<file path="src/hw/rtl/byte_stream_frame_deframer_unit_defines.svh">
// Assertion macros shared by the frame deframer RTL.
`ifndef BYTE_STREAM_FRAME_DEFRAMER_UNIT_DEFINES_SVH
`define BYTE_STREAM_FRAME_DEFRAMER_UNIT_DEFINES_SVH

// Same-cycle implication, sampled on clk_i, off while rst_ni is low.
`define BSFD_ASSERT(label, ante, cons, msg) \
  label: assert property (@(posedge clk_i) disable iff (!rst_ni) (ante) |-> (cons)) \
    else $error(msg);

// Next-cycle implication, sampled on clk_i, off while rst_ni is low.
`define BSFD_ASSERT_NEXT(label, ante, cons, msg) \
  label: assert property (@(posedge clk_i) disable iff (!rst_ni) (ante) |=> (cons)) \
    else $error(msg);

`endif

</file>
<file path="src/hw/rtl/bsfd_pkg.sv">
// Shared types, constants and the byte classifier of the frame deframer.
package bsfd_pkg;

  localparam int unsigned PAYLOAD_START = 3;
  localparam int unsigned MAX_PAYLOAD   = 8;
  localparam int unsigned NUM_TYPES     = 4;
  localparam int unsigned CFG_IDX_W     = 3;

  typedef enum logic [CFG_IDX_W-1:0] {
    REG_PREAMBLE_FIRST  = 3'd0,
    REG_PREAMBLE_SECOND = 3'd1,
    REG_TYPE_A          = 3'd2,
    REG_TYPE_B          = 3'd3,
    REG_TYPE_C          = 3'd4,
    REG_TYPE_D          = 3'd5
  } cfg_reg_e;

  typedef struct packed {
    logic [7:0]                pre_first;
    logic [7:0]                pre_second;
    logic [NUM_TYPES-1:0][7:0] type_code;
  } cfg_t;

  typedef struct packed {
    logic is_first;
    logic is_second;
  } byte_class_t;

  typedef struct packed {
    logic [7:0]  data;
    byte_class_t cls;
  } rx_entry_t;

  typedef struct packed {
    logic      valid;
    rx_entry_t entry;
  } rx_head_t;

  function automatic byte_class_t classify(input logic [7:0] b, input cfg_t cfg);
    byte_class_t c;
    c.is_first  = (b == cfg.pre_first);
    c.is_second = (b == cfg.pre_second);
    return c;
  endfunction

endpackage

</file>
<file path="src/hw/rtl/bsfd_front.sv">
// Front end: accepts received bytes, tags preamble matches, queues them.
`include "byte_stream_frame_deframer_unit_defines.svh"

module bsfd_front #(
  parameter int unsigned DEPTH = 4
) (
  input  logic              clk_i,
  input  logic              rst_ni,
  input  logic              push,
  output logic              full,
  input  logic [7:0]        rx_byte_i,
  input  bsfd_pkg::cfg_t    cfg_i,
  output bsfd_pkg::rx_head_t head_o,
  input  logic              take_i
);
  import bsfd_pkg::*;

  localparam int unsigned PTR_W = $clog2(DEPTH);
  localparam int unsigned CNT_W = $clog2(DEPTH + 1);

  rx_entry_t        mem_q [DEPTH];
  logic [PTR_W-1:0] wr_ptr_q, wr_ptr_d;
  logic [PTR_W-1:0] rd_ptr_q, rd_ptr_d;
  logic [CNT_W-1:0] count_q, count_d;
  logic             do_push, do_take;

  assign full    = (count_q == CNT_W'(DEPTH));
  assign do_push = push && !full;
  assign do_take = take_i && (count_q != '0);

  assign head_o.valid = (count_q != '0);
  assign head_o.entry = mem_q[rd_ptr_q];

  always_comb begin
    wr_ptr_d = wr_ptr_q;
    rd_ptr_d = rd_ptr_q;
    count_d  = count_q;
    if (do_push) begin
      wr_ptr_d = (wr_ptr_q == PTR_W'(DEPTH - 1)) ? '0 : wr_ptr_q + 1'b1;
    end
    if (do_take) begin
      rd_ptr_d = (rd_ptr_q == PTR_W'(DEPTH - 1)) ? '0 : rd_ptr_q + 1'b1;
    end
    if (do_push && !do_take) begin
      count_d = count_q + 1'b1;
    end else if (!do_push && do_take) begin
      count_d = count_q - 1'b1;
    end
  end

  always_ff @(posedge clk_i or negedge rst_ni) begin
    if (!rst_ni) begin
      wr_ptr_q <= '0;
      rd_ptr_q <= '0;
      count_q  <= '0;
    end else begin
      wr_ptr_q <= wr_ptr_d;
      rd_ptr_q <= rd_ptr_d;
      count_q  <= count_d;
    end
  end

  always_ff @(posedge clk_i) begin
    if (do_push) begin
      mem_q[wr_ptr_q] <= '{data: rx_byte_i, cls: classify(rx_byte_i, cfg_i)};
    end
  end

  `BSFD_ASSERT(a_front_count_bound, 1'b1, count_q <= CNT_W'(DEPTH), "queue count over depth")
  `BSFD_ASSERT_NEXT(a_front_push_counts, do_push && !do_take, count_q != '0,
                    "pushed item not counted")
  `BSFD_ASSERT(a_front_ptr_sync, count_q == '0, wr_ptr_q == rd_ptr_q,
               "empty queue with split pointers")

endmodule

</file>
<file path="src/hw/rtl/bsfd_back.sv">
// Back end: frame collector with check, replay sequencer and result register.
`include "byte_stream_frame_deframer_unit_defines.svh"

module bsfd_back #(
  parameter int unsigned PAYLOAD_BYTES = 8
) (
  input  logic               clk_i,
  input  logic               rst_ni,
  input  bsfd_pkg::cfg_t     cfg_i,
  input  bsfd_pkg::rx_head_t head_i,
  output logic               take_o,
  output logic               empty,
  input  logic               pop,
  output logic [7:0]         msg_type_o,
  output logic [31:0]        payload_lo_o,
  output logic [31:0]        payload_hi_o
);
  import bsfd_pkg::*;

  localparam int unsigned FRAME_BYTES = PAYLOAD_BYTES + 4;
  localparam int unsigned LEN_W       = $clog2(FRAME_BYTES);

  typedef enum logic {
    ST_RUN,
    ST_REPLAY
  } state_e;

  state_e           state_q, state_d;
  logic [LEN_W-1:0] len_q, len_d;
  logic [LEN_W-1:0] ridx_q, ridx_d;
  logic             out_valid_q, out_valid_d;
  logic [7:0]       msg_type_q;
  logic [31:0]      payload_lo_q, payload_hi_q;

  logic [7:0]       buf_q [FRAME_BYTES];
  logic             buf_we;
  logic [LEN_W-1:0] buf_widx;
  logic [7:0]       cur_byte;
  byte_class_t      cur_cls;

  logic             out_free, complete, type_ok, frame_ok, emit, reject;
  logic [7:0]       xor_sum;
  logic [MAX_PAYLOAD-1:0][7:0] pay_w;

  assign out_free = !out_valid_q || pop;
  assign take_o   = (state_q == ST_RUN) && head_i.valid && out_free;

  // Live byte from the queue, or a stored byte during replay.
  always_comb begin
    if (state_q == ST_REPLAY) begin
      cur_byte = buf_q[ridx_q];
      cur_cls  = classify(cur_byte, cfg_i);
    end else begin
      cur_byte = head_i.entry.data;
      cur_cls  = head_i.entry.cls;
    end
  end

  // Frame check on the stored header and payload plus the incoming check byte.
  always_comb begin
    xor_sum = '0;
    for (int unsigned i = 0; i < PAYLOAD_BYTES; i++) begin
      xor_sum ^= buf_q[LEN_W'(PAYLOAD_START + i)];
    end
    type_ok = 1'b0;
    for (int unsigned k = 0; k < NUM_TYPES; k++) begin
      type_ok |= (buf_q[2] == cfg_i.type_code[k[1:0]]);
    end
    frame_ok = (buf_q[0] == cfg_i.pre_first) && (buf_q[1] == cfg_i.pre_second)
               && type_ok && (xor_sum == cur_byte);
  end

  for (genvar g = 0; g < MAX_PAYLOAD; g++) begin : g_pay
    if (g < PAYLOAD_BYTES) begin : g_used
      assign pay_w[g] = buf_q[LEN_W'(PAYLOAD_START + g)];
    end else begin : g_zero
      assign pay_w[g] = 8'h00;
    end
  end

  assign complete = take_o && (len_q >= LEN_W'(2)) && (len_q == LEN_W'(FRAME_BYTES - 1));
  assign emit     = complete && frame_ok;
  assign reject   = complete && !frame_ok;

  always_comb begin
    state_d  = state_q;
    len_d    = len_q;
    ridx_d   = ridx_q;
    buf_we   = 1'b0;
    buf_widx = len_q;
    if ((state_q == ST_REPLAY) || (take_o && (len_q < LEN_W'(2)))) begin
      // hunting rules
      if (len_q == '0) begin
        if (cur_cls.is_first) begin
          buf_we   = 1'b1;
          buf_widx = '0;
          len_d    = LEN_W'(1);
        end
      end else if (len_q == LEN_W'(1)) begin
        if (cur_cls.is_second) begin
          buf_we   = 1'b1;
          buf_widx = LEN_W'(1);
          len_d    = LEN_W'(2);
        end else if (cur_cls.is_first) begin
          buf_we   = 1'b1;
          buf_widx = '0;
        end else begin
          len_d    = '0;
        end
      end else if (len_q < LEN_W'(FRAME_BYTES - 1)) begin
        buf_we = 1'b1;
        len_d  = len_q + 1'b1;
      end
      if (state_q == ST_REPLAY) begin
        ridx_d = ridx_q + 1'b1;
        if (ridx_q == LEN_W'(FRAME_BYTES - 1)) begin
          state_d = ST_RUN;
        end
      end
    end else if (take_o) begin
      buf_we = 1'b1;
      if (complete) begin
        len_d = '0;
        if (reject) begin
          state_d = ST_REPLAY;
          ridx_d  = LEN_W'(1);
        end
      end else begin
        len_d = len_q + 1'b1;
      end
    end
  end

  always_comb begin
    if (emit) begin
      out_valid_d = 1'b1;
    end else if (pop) begin
      out_valid_d = 1'b0;
    end else begin
      out_valid_d = out_valid_q;
    end
  end

  always_ff @(posedge clk_i or negedge rst_ni) begin
    if (!rst_ni) begin
      state_q      <= ST_RUN;
      len_q        <= '0;
      ridx_q       <= '0;
      out_valid_q  <= 1'b0;
      msg_type_q   <= '0;
      payload_lo_q <= '0;
      payload_hi_q <= '0;
    end else begin
      state_q     <= state_d;
      len_q       <= len_d;
      ridx_q      <= ridx_d;
      out_valid_q <= out_valid_d;
      if (emit) begin
        msg_type_q   <= buf_q[2];
        payload_lo_q <= pay_w[3:0];
        payload_hi_q <= pay_w[7:4];
      end
    end
  end

  always_ff @(posedge clk_i) begin
    if (buf_we) begin
      buf_q[buf_widx] <= cur_byte;
    end
  end

  assign empty        = !out_valid_q;
  assign msg_type_o   = msg_type_q;
  assign payload_lo_o = payload_lo_q;
  assign payload_hi_o = payload_hi_q;

  `BSFD_ASSERT(a_back_no_take_in_replay, state_q == ST_REPLAY, !take_o,
               "queue drained during replay")
  `BSFD_ASSERT(a_back_len_bound, 1'b1, len_q <= LEN_W'(FRAME_BYTES - 1),
               "frame length past last slot")
  `BSFD_ASSERT_NEXT(a_back_reject_replay, reject,
                    (state_q == ST_REPLAY) && (len_q == '0) && (ridx_q == LEN_W'(1)),
                    "rejected frame did not start replay")
  `BSFD_ASSERT_NEXT(a_back_emit_shows, emit, !empty, "accepted frame not presented")

endmodule

</file>
<file path="src/hw/rtl/byte_stream_frame_deframer_unit.sv">
// Top level of the fixed-length frame deframer with XOR payload checksum.
//
//  channel   handshake          payload
//  -------   ----------------   ------------------------------------------
//  input     push / full        rx_byte_i
//  result    empty / pop        msg_type_o, payload_lo_o, payload_hi_o
//  config    cfg_we_i           cfg_idx_i, cfg_wdata_i (no wait, no read-back)
//
// Bytes go into a small input queue; the back end takes one byte per cycle
// while it neither replays nor stalls. After a rejected frame the back end
// replays all stored bytes but the first from its frame buffer, one per cycle,
// and takes nothing from the queue meanwhile, so full may rise during replay.
// A result is registered and waits for pop; outside replay the back end stalls
// only when the result register is still held and not popped in that cycle.
// Reset clears control state and config registers; no clearing pass.

module byte_stream_frame_deframer_unit #(
  parameter int unsigned PAYLOAD_BYTES = 8,
  parameter int unsigned QUEUE_DEPTH   = 4
) (
  input  logic                           clk_i,
  input  logic                           rst_ni,
  // input item channel
  input  logic                           push,
  output logic                           full,
  input  logic [7:0]                     rx_byte_i,
  // result channel
  output logic                           empty,
  input  logic                           pop,
  output logic [7:0]                     msg_type_o,
  output logic [31:0]                    payload_lo_o,
  output logic [31:0]                    payload_hi_o,
  // configuration writes
  input  logic                           cfg_we_i,
  input  logic [bsfd_pkg::CFG_IDX_W-1:0] cfg_idx_i,
  input  logic [7:0]                     cfg_wdata_i
);
  import bsfd_pkg::*;

  cfg_t     cfg_q;
  rx_head_t head;
  logic     take;

  // Register file; indexes past the last register are dropped.
  always_ff @(posedge clk_i or negedge rst_ni) begin
    if (!rst_ni) begin
      cfg_q <= '0;
    end else if (cfg_we_i) begin
      case (cfg_idx_i)
        REG_PREAMBLE_FIRST:  cfg_q.pre_first    <= cfg_wdata_i;
        REG_PREAMBLE_SECOND: cfg_q.pre_second   <= cfg_wdata_i;
        REG_TYPE_A:          cfg_q.type_code[0] <= cfg_wdata_i;
        REG_TYPE_B:          cfg_q.type_code[1] <= cfg_wdata_i;
        REG_TYPE_C:          cfg_q.type_code[2] <= cfg_wdata_i;
        REG_TYPE_D:          cfg_q.type_code[3] <= cfg_wdata_i;
        default: ;
      endcase
    end
  end

  // Front: accept and tag bytes.
  bsfd_front #(
    .DEPTH (QUEUE_DEPTH)
  ) u_front (
    .clk_i     (clk_i),
    .rst_ni    (rst_ni),
    .push      (push),
    .full      (full),
    .rx_byte_i (rx_byte_i),
    .cfg_i     (cfg_q),
    .head_o    (head),
    .take_i    (take)
  );

  // Back: collect, check, replay, present results.
  bsfd_back #(
    .PAYLOAD_BYTES (PAYLOAD_BYTES)
  ) u_back (
    .clk_i        (clk_i),
    .rst_ni       (rst_ni),
    .cfg_i        (cfg_q),
    .head_i       (head),
    .take_o       (take),
    .empty        (empty),
    .pop          (pop),
    .msg_type_o   (msg_type_o),
    .payload_lo_o (payload_lo_o),
    .payload_hi_o (payload_hi_o)
  );

endmodule
</file>
<file path="config.mk">
export PLATFORM = sky130hd
export DESIGN_NAME = byte_stream_frame_deframer_unit
export DESIGN_NICKNAME = d
export VERILOG_FILES = /design/src/hw/rtl/bsfd_pkg.sv /design/src/hw/rtl/bsfd_front.sv /design/src/hw/rtl/bsfd_back.sv /design/src/hw/rtl/byte_stream_frame_deframer_unit.sv
export VERILOG_INCLUDE_DIRS = /design/src /design/src/hw/rtl
export SDC_FILE = /design/constraint.sdc
export NUM_CORES = 1
export LEC_CHECK = 0
export BUFFER_PORTS_ARGS = -buffer_cell sky130_fd_sc_hd__buf_4
export CORE_MARGIN = 2
export CORE_UTILIZATION = 45
export CTS_BUF_LIST = sky130_fd_sc_hd__clkbuf_2 sky130_fd_sc_hd__clkbuf_4 sky130_fd_sc_hd__clkbuf_8
export DETAILED_ROUTE_END_ITERATION = 8
export MAX_ROUTING_LAYER = met4
export PLACE_DENSITY = 0.64
export SLEW_MARGIN = 20
export SYNTH_ARGS = -nofsm -noshare
export SYNTH_HDL_FRONTEND = slang
export SYNTH_SLANG_ARGS = --single-unit
</file>
<file path="constraint.sdc">
create_clock -name clk_i -period 5.35 [get_ports clk_i]
set_input_delay 1.07 -clock clk_i [delete_from_list [all_inputs] [get_ports clk_i]]
set_output_delay 1.07 -clock clk_i [all_outputs]
set_load 0.005 [all_outputs]
</file>
* Word-level counts from Yosys, hierarchy flattened *
Memory sizes are Yosys's and may differ from the RTL's.
Cells that the tools add are included.

operators by class
  add/sub/neg operators = 6
  magnitude comparators = 3
  equality and inequality tests = 26
  muxes and demuxes = 44
  bitwise operators = 11
  reductions and logical operators = 38

operator list
  kind                   number
  $eq A8 B8 Y1           11
  $mux W4                19
  $xor A8 B8 Y8          7
  $mux W1                19
  $logic_and A1 B1 Y1    14
  $reduce_and A2 Y1      6
  $reduce_bool A2 Y1     5
  $eq A3 B3 Y1 const B   3
  $add A4 B1 Y4 const B  2
  $eq A4 B4 Y1 const B   2
  $mux W8                1
  $reduce_and A4 Y1      2
  $eq A3 B2 Y1 const B   2
  $mux W2                3
  $mux W3                2
  $logic_not A1 Y1       5
  $ne A5 B5 Y1 const B   1
  $add A2 B1 Y2 const B  2
  $eq A2 B2 Y1 const B   2
  $eq A4 B1 Y1 const B   1
  $ge A4 B2 Y1 const B   1
  $logic_not A4 Y1       1
  $lt A4 B2 Y1 const B   1
  $lt A4 B4 Y1 const B   1
  other kinds (12)       15

word-level totals
  flip-flop bits (word level) = 137
  memory bits (writable) = 136
  input bits = 24
  output and inout port bits = 74
  word-level logic and storage cells = 146
  memories = 2

memory list
  name           words  bits a word  read ports  clocked after Yosys merged registers in  write ports  line              RTL
  u_back.buf_q   12     8            12          0                                        1            bsfd_back.sv:35   logic [7:0] buf_q [FRAME_BYTES];
  u_front.mem_q  4      10           1           0                                        1            bsfd_front.sv:21  rx_entry_t mem_q [DEPTH];

* Logic depth before layout (Yosys ltp) *
Gate-level depths: netlist (run 1).

  word-level depth = 15
  mapped depth = 13
  depth with buffers taken out = 10

* By module *
A second synthesis (run 1) with hierarchy kept.

unflattened totals
  cells, all modules = 912
  area total of the unflattened synthesis = 14430.1 sq um

modules (own cells, without submodules)
  module                           times used  cells an instance  area an instance (sq um)  sequential area each (sq um)
  bsfd_back                        1           695                10503.8                   5895.7
  bsfd_front                       1           111                2093.3                    1376.3
  byte_stream_frame_deframer_unit  1           106                1833.0                    1201.2

* Least setup slack after synthesis (run 1) *
Ideal clock, no wire load.

  path kind = register to register
  from = register u_back.ridx_q[1]
  to = memory u_back.buf_q[0][0] (enable)
  setup time = 0.383 ns
  data arrival time = 3.409 ns
  required time = 4.967 ns
  path slack = 1.557 ns
  cell stages (with the launch flop) = 12
  buffers on the path = 2
  clock period less this slack = 3.793 ns
  cell sequence = dfrtp_1 > buf_6 > mux2_4 > a22o_1 > or4_1 > o211ai_1 > o2111ai_1 > or4b_4 > o211a_2 > a221o_1 > buf_6 > nor3_1

on the way
  cells in the longest elaborated chain, start to end = 10
  elaborated cells on any way between the ends = 16
  classes of those cells = eq/ne: 2; mux: 13; memory: 1

ends and longest elaborated chain
  element                        line                               RTL
  start: declaration             bsfd_back.sv:30                    logic [LEN_W-1:0] ridx_q, ridx_d;
  start signal: assignment       bsfd_back.sv:156                   ridx_q <= ridx_d;
  $mem_v2 Z12 W8 *               n/a
  $eq A8 B8 Y1                   bsfd_pkg.sv:41                     c.is_first = (b == cfg.pre_first);
  $mux W2 *                      bsfd_back.sv:50                    if (state_q == ST_REPLAY) begin
  $mux W1                        bsfd_back.sv:94, bsfd_back.sv:104
  $mux W1                        bsfd_back.sv:100                   if (cur_cls.is_second) begin
  $mux W1                        bsfd_back.sv:99                    end else if (len_q == LEN_W'(1)) begin
  $mux W1                        bsfd_back.sv:93                    if (len_q == '0) begin
  $mux W1                        bsfd_back.sv:91                    if ((state_q == ST_REPLAY) || (take_o && (len_q < LEN_W'(2)))) begin
  $mux W1                        bsfd_back.sv:167                   if (buf_we) begin
  $mux W1 (not written as such)  bsfd_back.sv:168                   buf_q[buf_widx] <= cur_byte;
  end: declaration               bsfd_back.sv:35

Mark *: on every way between the ends. The rest lies on a longest branch, timed or not.

* Worst setup path in the final report (run 1) *
  from = register u_back.ridx_q[3]
  to = memory u_back.buf_q[5][0] (enable)

Same word-level chain as after synthesis.

==> impl_metrics.env, run 1 <==
export IMPL_end_kind="flop"
export IMPL_worst_slew_pin_slew_ns=0.989
export IMPL_synth_area_leaders="edfxtp_1, dfrtp_1, mux2_2"
export IMPL_cts_tree="yes"
export IMPL_critPathArrivalTime_ns=4.79
export IMPL_rsz0062_at_grt="false"
export IMPL_antenna_found_initial=0
export IMPL_hp_start="u_back.payload_hi_o[26]"
export IMPL_synth_edf_count=168
export IMPL_synth_most_common_cell="edfxtp_1"
export IMPL_cellPowerDensity_nw_per_um2=532
export IMPL_syn_area_sq_um=14100
export IMPL_antenna_left=0
export IMPL_clockBufferDepth=3
export IMPL_seq_area_frac_synth_pct=60.3
export IMPL_wl_mm=33.6
export IMPL_route_detailed_drc=0
export IMPL_reg2reg_depth=10
export IMPL_cap_violations=0
export IMPL_cts_root_buf="clkbuf_8"
export IMPL_synth_top_area_share_pct=35.9
export IMPL_cts_setup_buffers=0
export IMPL_hold_buffers=0
export IMPL_ys_flop_type="edfxtp_1"
export IMPL_grt_pass1_vias=8575
export IMPL_reg2reg_to="u_back.buf_q[5][0]"
export IMPL_grt_use_total_pct=21.4
export IMPL_post_dp_cell_area_sq_um=15300
export IMPL_synth_warnings=0
export IMPL_path_class="reg2reg"
export IMPL_viasPerCell=5.51
export IMPL_start_kind="flop"
export IMPL_crit_required_ns=5.61
export IMPL_status="finished, final reports clean"
export IMPL_async_flop_share_pct=44.9
export IMPL_synth_top_area_cell="edfxtp_1"
export IMPL_hold_violations=0
export IMPL_grt_pass1_wl_mm=51.8
export IMPL_cts_max_level=2
export IMPL_hold_depth=1
export IMPL_firstDrtPassIters=5
export IMPL_grt_overflow_total=0
export IMPL_boundaryPins=98
export IMPL_min_to="u_back.payload_hi_o[26]"
export IMPL_vias=8442
export IMPL_fin_area_sq_um=16300
export IMPL_drt_iter0_drc=551
export IMPL_max_freq_ghz=0.221
export IMPL_die_y_um=181
export IMPL_syn_nets=1002
export IMPL_fp_row_count=64
export IMPL_ys_ff_latch=305
export IMPL_slew_headroom_pct=34.1
export IMPL_clock_sinks=305
export IMPL_fin_skew_ns=0.0248
export IMPL_worstPathMaxFanout=22
export IMPL_ys_top_cells_by_count="edfxtp_1, dfrtp_1, xnor2_1"
export IMPL_initial_utilization_pct=45.8
export IMPL_min_period_ns=4.52
export IMPL_coreArea_sq_um=30700
export IMPL_wl_per_cell_um=21.9
export IMPL_cts_clk_slew_worst_paths_ns=0.07
export IMPL_drive_gt1_share_pct=29.6
export IMPL_die_w_um=181
export IMPL_holdCritPathClass="reg2reg"
export IMPL_gp_congestion=0.946
export IMPL_synth_area_per_cell_sq_um=14.5
export IMPL_final_max_slew_violation_count=0
export IMPL_power_leakage_nw=6.59
export IMPL_area_delta_synth_final_pct=16.2
export IMPL_die_area_sq_um=32700
export IMPL_reg2reg_from="u_back.ridx_q[3]"
export IMPL_port_buffers=97
export IMPL_peakVddDrop_mv=0.340
export IMPL_cts_resized=0
export IMPL_clk_latency_ns=0.57
export IMPL_r2r_slack_ns=0.83
export IMPL_setup_viol=0
export IMPL_grt_max_degree=99
export IMPL_fin_nets=1135
export IMPL_syn_inst=967
export IMPL_dp_hpwl_mm=23.8
export IMPL_n_antenna_cell=0
export IMPL_tns_ns=0
export IMPL_cts_made_buffers=50
export IMPL_min_period_over_period_pct=84.5
export IMPL_ys_types=67
[through the flow]
step / cells / setup WS, ns / util (%) / hold WS [ns] / total power, mW
final: 1533 / 0.827 / 53.2 / 0.485 / 8.69
after global routing: 1533 / 0.474 / 53.2 / 0.507 / 9.17
after CTS: 1533 / 0.929 / 53.2 / 0.489 / 8.74
after detailed placement: 1444 / 0.962 / 49.9 / 0.476 / 6.69
after global placement: 1444 / 1.12 / 49.9 / 0.468 / 6.67
after floorplan: 967 / 1.56 / - / 0.456 / 5.75
[worst max-delay path, stage by stage, from the launching register on]
cell,delay (ns)
dfrtp_1,0.99
nor2b_1,0.52
a22oi_1,0.24
a21oi_1,0.31
nor3_1,0.09
a211oi_1,0.27
or4b_4,0.55
a31oi_1,0.24
o311ai_0,0.31
nor3_1,0.43
buf_4,0.25
[cells in the final DEF, fill, tap and decap left out, types with 26 or more instances in the layout]
cell,Yosys,final
edfxtp_1,168,168
dfrtp_1,137,136
buf_4,4,128
xnor2_1,108,108
mux2_2,87,87
clkbuf_8,0,55
mux2i_1,53,53
nand2_1,39,39
xor2_1,36,36
mux2_1,36,36
nor3_1,27,26
[how the worst max path moves through the flow]
stage / endpoint / from / depth (start not counted) / slack (ns)
global route: u_back.buf_q[5][0] / u_back.ridx_q[3] / 10 / 0.47
floorplan: u_back.buf_q[0][0] / u_back.ridx_q[1] / 11 / 1.56
finish: u_back.buf_q[5][0] / u_back.ridx_q[3] / 10 / 0.83
CTS: u_back.buf_q[5][0] / u_back.ridx_q[3] / 10 / 0.93
detailed placement: u_back.buf_q[5][1] / u_back.ridx_q[3] / 10 / 0.96
global placement: u_back.buf_q[5][1] / u_back.ridx_q[3] / 10 / 1.12
[cell families (layout without fill, tap and decap cells)]
family          after synthesis  count (layout)  synth area share, %
xor+xnor                    144             144                 8.98
mux                         197             197                 16.9
buf+inv                      65             235                 2.34
fa+ha+maj                    11              11                 1.03
compound gates               87              87                 4.50
flops                       305             305                 60.3
simple gates                158             158                 5.90
[layer usage]
layer  global-route usage [%]  part of all wire, %  up-vias
met5                        -                    0        -
met4                     6.68                  2.7        0
met3                     3.08                  4.9       60
met2                     33.9                   48      245
met1                     28.8                   45     4284
li1                         -                    -     3853
[power breakdown]
group,switching (mW),internal [mW],total (mW)
clock,0.887,1.13,2.02
combinational,1.71,1.28,2.99
sequential,0.499,3.18,3.68
total,3.09,5.59,8.69
[cell type report]
cell class / instances / area (sq um)
fill: 2629 / 14300
sequential: 305 / 8470
multi-input combinational: 597 / 5290
timing repair buffer: 131 / 1010
clock buffer: 76 / 915
tap: 396 / 495
clock inverter: 13 / 82.6
inverter: 15 / 56.3
[sequential cells by signal (all words and copies together), names as in the netlist, 3 cells and up]
register             cells
u_front.mem_q           40
u_back.len_q             4
u_back.ridx_q            4
u_back.buf_q           128
u_front.count_q          3
u_back.payload_hi_o     32
u_back.payload_lo_o     32
u_back.msg_type_o        8
cfg_q                   48
(Power assumes the default switching activity.)
==> run 2, diff against run 1 <==
==> constraint.sdc (replaced) <==
create_clock -name clk_i -period 4.2 [get_ports clk_i]
set_input_delay 0.84 -clock clk_i [delete_from_list [all_inputs] [get_ports clk_i]]
set_output_delay 0.84 -clock clk_i [all_outputs]
set_load 0.005 [all_outputs]
==> run 2 against run 1 <==
  * Setup slack got worse by 0.62 ns
  * Die area is the same
  * Maximum frequency up 13%
  * First-iteration DRC count increased by 19%
  * Combinational power up 36%
  * Largest power group unchanged
  * Hold slack got worse by 0.15 ns
  * Largest cell class unchanged
  * Sequential power grew 24%
  * Clock skew decreased by 0.0056 ns
  * Non-clock buffer count grew 12
  * Via count decreased by 0.44%
==> impl_metrics.env, run 2 (synthesis gave the netlist of run 1 again) <==
export IMPL_status="finished, final reports clean"
export IMPL_worstPathMaxFanout=14
export IMPL_wl_mm=34.6
export IMPL_grt_overflow_total=0
export IMPL_rsz0062_at_grt="true"
export IMPL_largest_reg_flops=128
export IMPL_cts_root_buf="clkbuf_8"
export IMPL_reg2reg_depth=11
export IMPL_boundaryPins=98
export IMPL_fp_row_count=64
export IMPL_clock_sinks=305
export IMPL_path_class="reg2reg"
export IMPL_antenna_found_initial=0
export IMPL_holdCritPathClass="in2async"
export IMPL_clk_latency_ns=0.58
export IMPL_initial_utilization_pct=45.8
export IMPL_critPathArrivalTime_ns=4.27
export IMPL_n_antenna_cell=0
export IMPL_drive_gt1_share_pct=29.9
export IMPL_grt_max_degree=94
export IMPL_worst_slew_pin_slew_ns=1.05
export IMPL_clockBufferDepth=3
export IMPL_firstDrtPassIters=5
export IMPL_grt_pass1_wl_mm=53.6
export IMPL_tns_ns=0
export IMPL_grt_pass1_vias=8609
export IMPL_cellPowerDensity_nw_per_um2=685
export IMPL_hold_violations=0
export IMPL_setup_viol=0
export IMPL_fin_nets=1147
export IMPL_peakVddDrop_mv=0.339
export IMPL_crit_required_ns=4.48
export IMPL_cts_max_level=2
export IMPL_cts_tree="yes"
export IMPL_r2r_slack_ns=0.21
export IMPL_cts_clk_slew_worst_paths_ns=0.06
export IMPL_drt_iter0_drc=657
export IMPL_gp_congestion=0.916
export IMPL_coreArea_sq_um=30700
export IMPL_final_common_cell="edfxtp_1"
export IMPL_top_regs="u_back.buf_q x128, cfg_q x48, u_front.mem_q x40"
export IMPL_reg2reg_from="u_back.ridx_q[3]"
export IMPL_die_y_um=181
export IMPL_min_period_over_period_pct=95.0
export IMPL_antenna_left=0
export IMPL_port_buffers=97
export IMPL_die_w_um=181
export IMPL_min_period_ns=3.99
export IMPL_regMostFlops="u_back.buf_q"
export IMPL_final_cell_mix="edfxtp_1, buf_4, dfrtp_1, xnor2_1, mux2_2"
export IMPL_fin_hold_ws_ns=0.335
export IMPL_cap_violations=0
export IMPL_max_freq_ghz=0.251
export IMPL_power_leakage_nw=6.65
export IMPL_die_area_sq_um=32700
export IMPL_start_kind="flop"
export IMPL_cts_setup_buffers=0
export IMPL_slew_headroom_pct=29.8
export IMPL_hold_buffers=0
export IMPL_dp_hpwl_mm=25.2
export IMPL_end_kind="flop"
export IMPL_grt_use_total_pct=22.4
export IMPL_viasPerCell=5.43
export IMPL_vias=8405
export IMPL_reg2reg_to="u_back.buf_q[7][1]"
export IMPL_cts_made_buffers=50
export IMPL_route_detailed_drc=0
export IMPL_wl_per_cell_um=22.4
export IMPL_area_delta_synth_final_pct=16.9
export IMPL_final_max_slew_violation_count=0
export IMPL_fin_skew_ns=0.0192
[run 2: cell types whose count changed in the layout (fill, tap and decap cells not counted), sizes merged]
cell      previous run  this run
buf                131       143
clkinv              12        25
inv                 14        16
bufinv               1         3
clkbuf              76        63
clkinvlp             1         0
[run 2: stage by stage]
| step | setup slack (ns) | area (sq um) | std cells | utilization [%] | power (mW) |
|---|---|---|---|---|---|
| 6_report | 0.211 | 16400 | 1548 | 53.6 | 11.3 |
| 5_1_grt | -0.00872 | 16400 | 1548 | 53.6 | 11.9 |
| 4_1_cts | 0.217 | 16400 | 1548 | 53.5 | 11.3 |
| 3_5_place_dp | 0.269 | 15400 | 1456 | 50.3 | 8.68 |
| 3_3_place_gp | 0.294 | 15400 | 1456 | 50.3 | 8.65 |
| 2_1_floorplan | 0.407 | 14100 | 967 | - | 7.32 |
[run 2: repair_timing]
item                                    CTS  global route
gates resized for setup                   0             1
hold endpoints to repair                  0             0
endpoints found under the setup margin    0            23
[run 2: how the worst max path moves through the flow]
stage                           startpoint  cells after the start  slack, ns            endpoint
after CTS                 u_back.ridx_q[2]                     11       0.22  u_back.buf_q[7][1]
after global placement    u_back.ridx_q[2]                     11       0.29  u_back.buf_q[6][1]
after global routing      u_back.ridx_q[3]                     10     -0.009  u_back.buf_q[7][3]
final                     u_back.ridx_q[3]                     11       0.21  u_back.buf_q[7][1]
after floorplan           u_back.ridx_q[1]                     11       0.41  u_back.buf_q[0][0]
after detailed placement  u_back.ridx_q[2]                     11       0.27  u_back.buf_q[7][1]
[run 2: report_power, final]
| part | total, mW | internal [mW] | switching (mW) | leakage, nW |
|---|---|---|---|---|
| clock network | 2.61 | 1.43 | 1.18 | 0.532 |
| registers | 4.58 | 4.06 | 0.521 | 3.31 |
| logic | 4.06 | 1.69 | 2.37 | 2.80 |
[run 2: layout make-up]
class                           count  area, sq um
Fill cell                        2581        14200
Sequential cell                   305         8470
Multi-Input combinational cell    597         5290
Timing Repair Buffer              143         1110
Clock buffer                       63          792
Tap cell                          396          495
Clock inverter                     29          209
Inverter                           15         56.3
[run 2: per-layer routing]
layer  vias to the layer above  GRT usage [%]  part of all wire [%]  routed length [um]
li1                       3875              -                     -                   -
met1                      4204           30.0                    44               15400
met2                       257           35.6                    48               16700
met3                        69           2.98                   4.4                1540
met4                         0           7.10                   2.9                1010
met5                         -              -                     0                   0
[run 2: worst max-delay path, stage by stage, from the launching register on]
cell       delay [ns]
dfrtp_1          0.65
buf_4            0.27
mux4_2           0.30
mux2i_1          0.19
mux2_2           0.26
xor2_1           0.18
o2111ai_1        0.15
or4b_4           0.56
a31oi_1          0.21
o311ai_0         0.35
nor3_1           0.33
buf_4            0.22
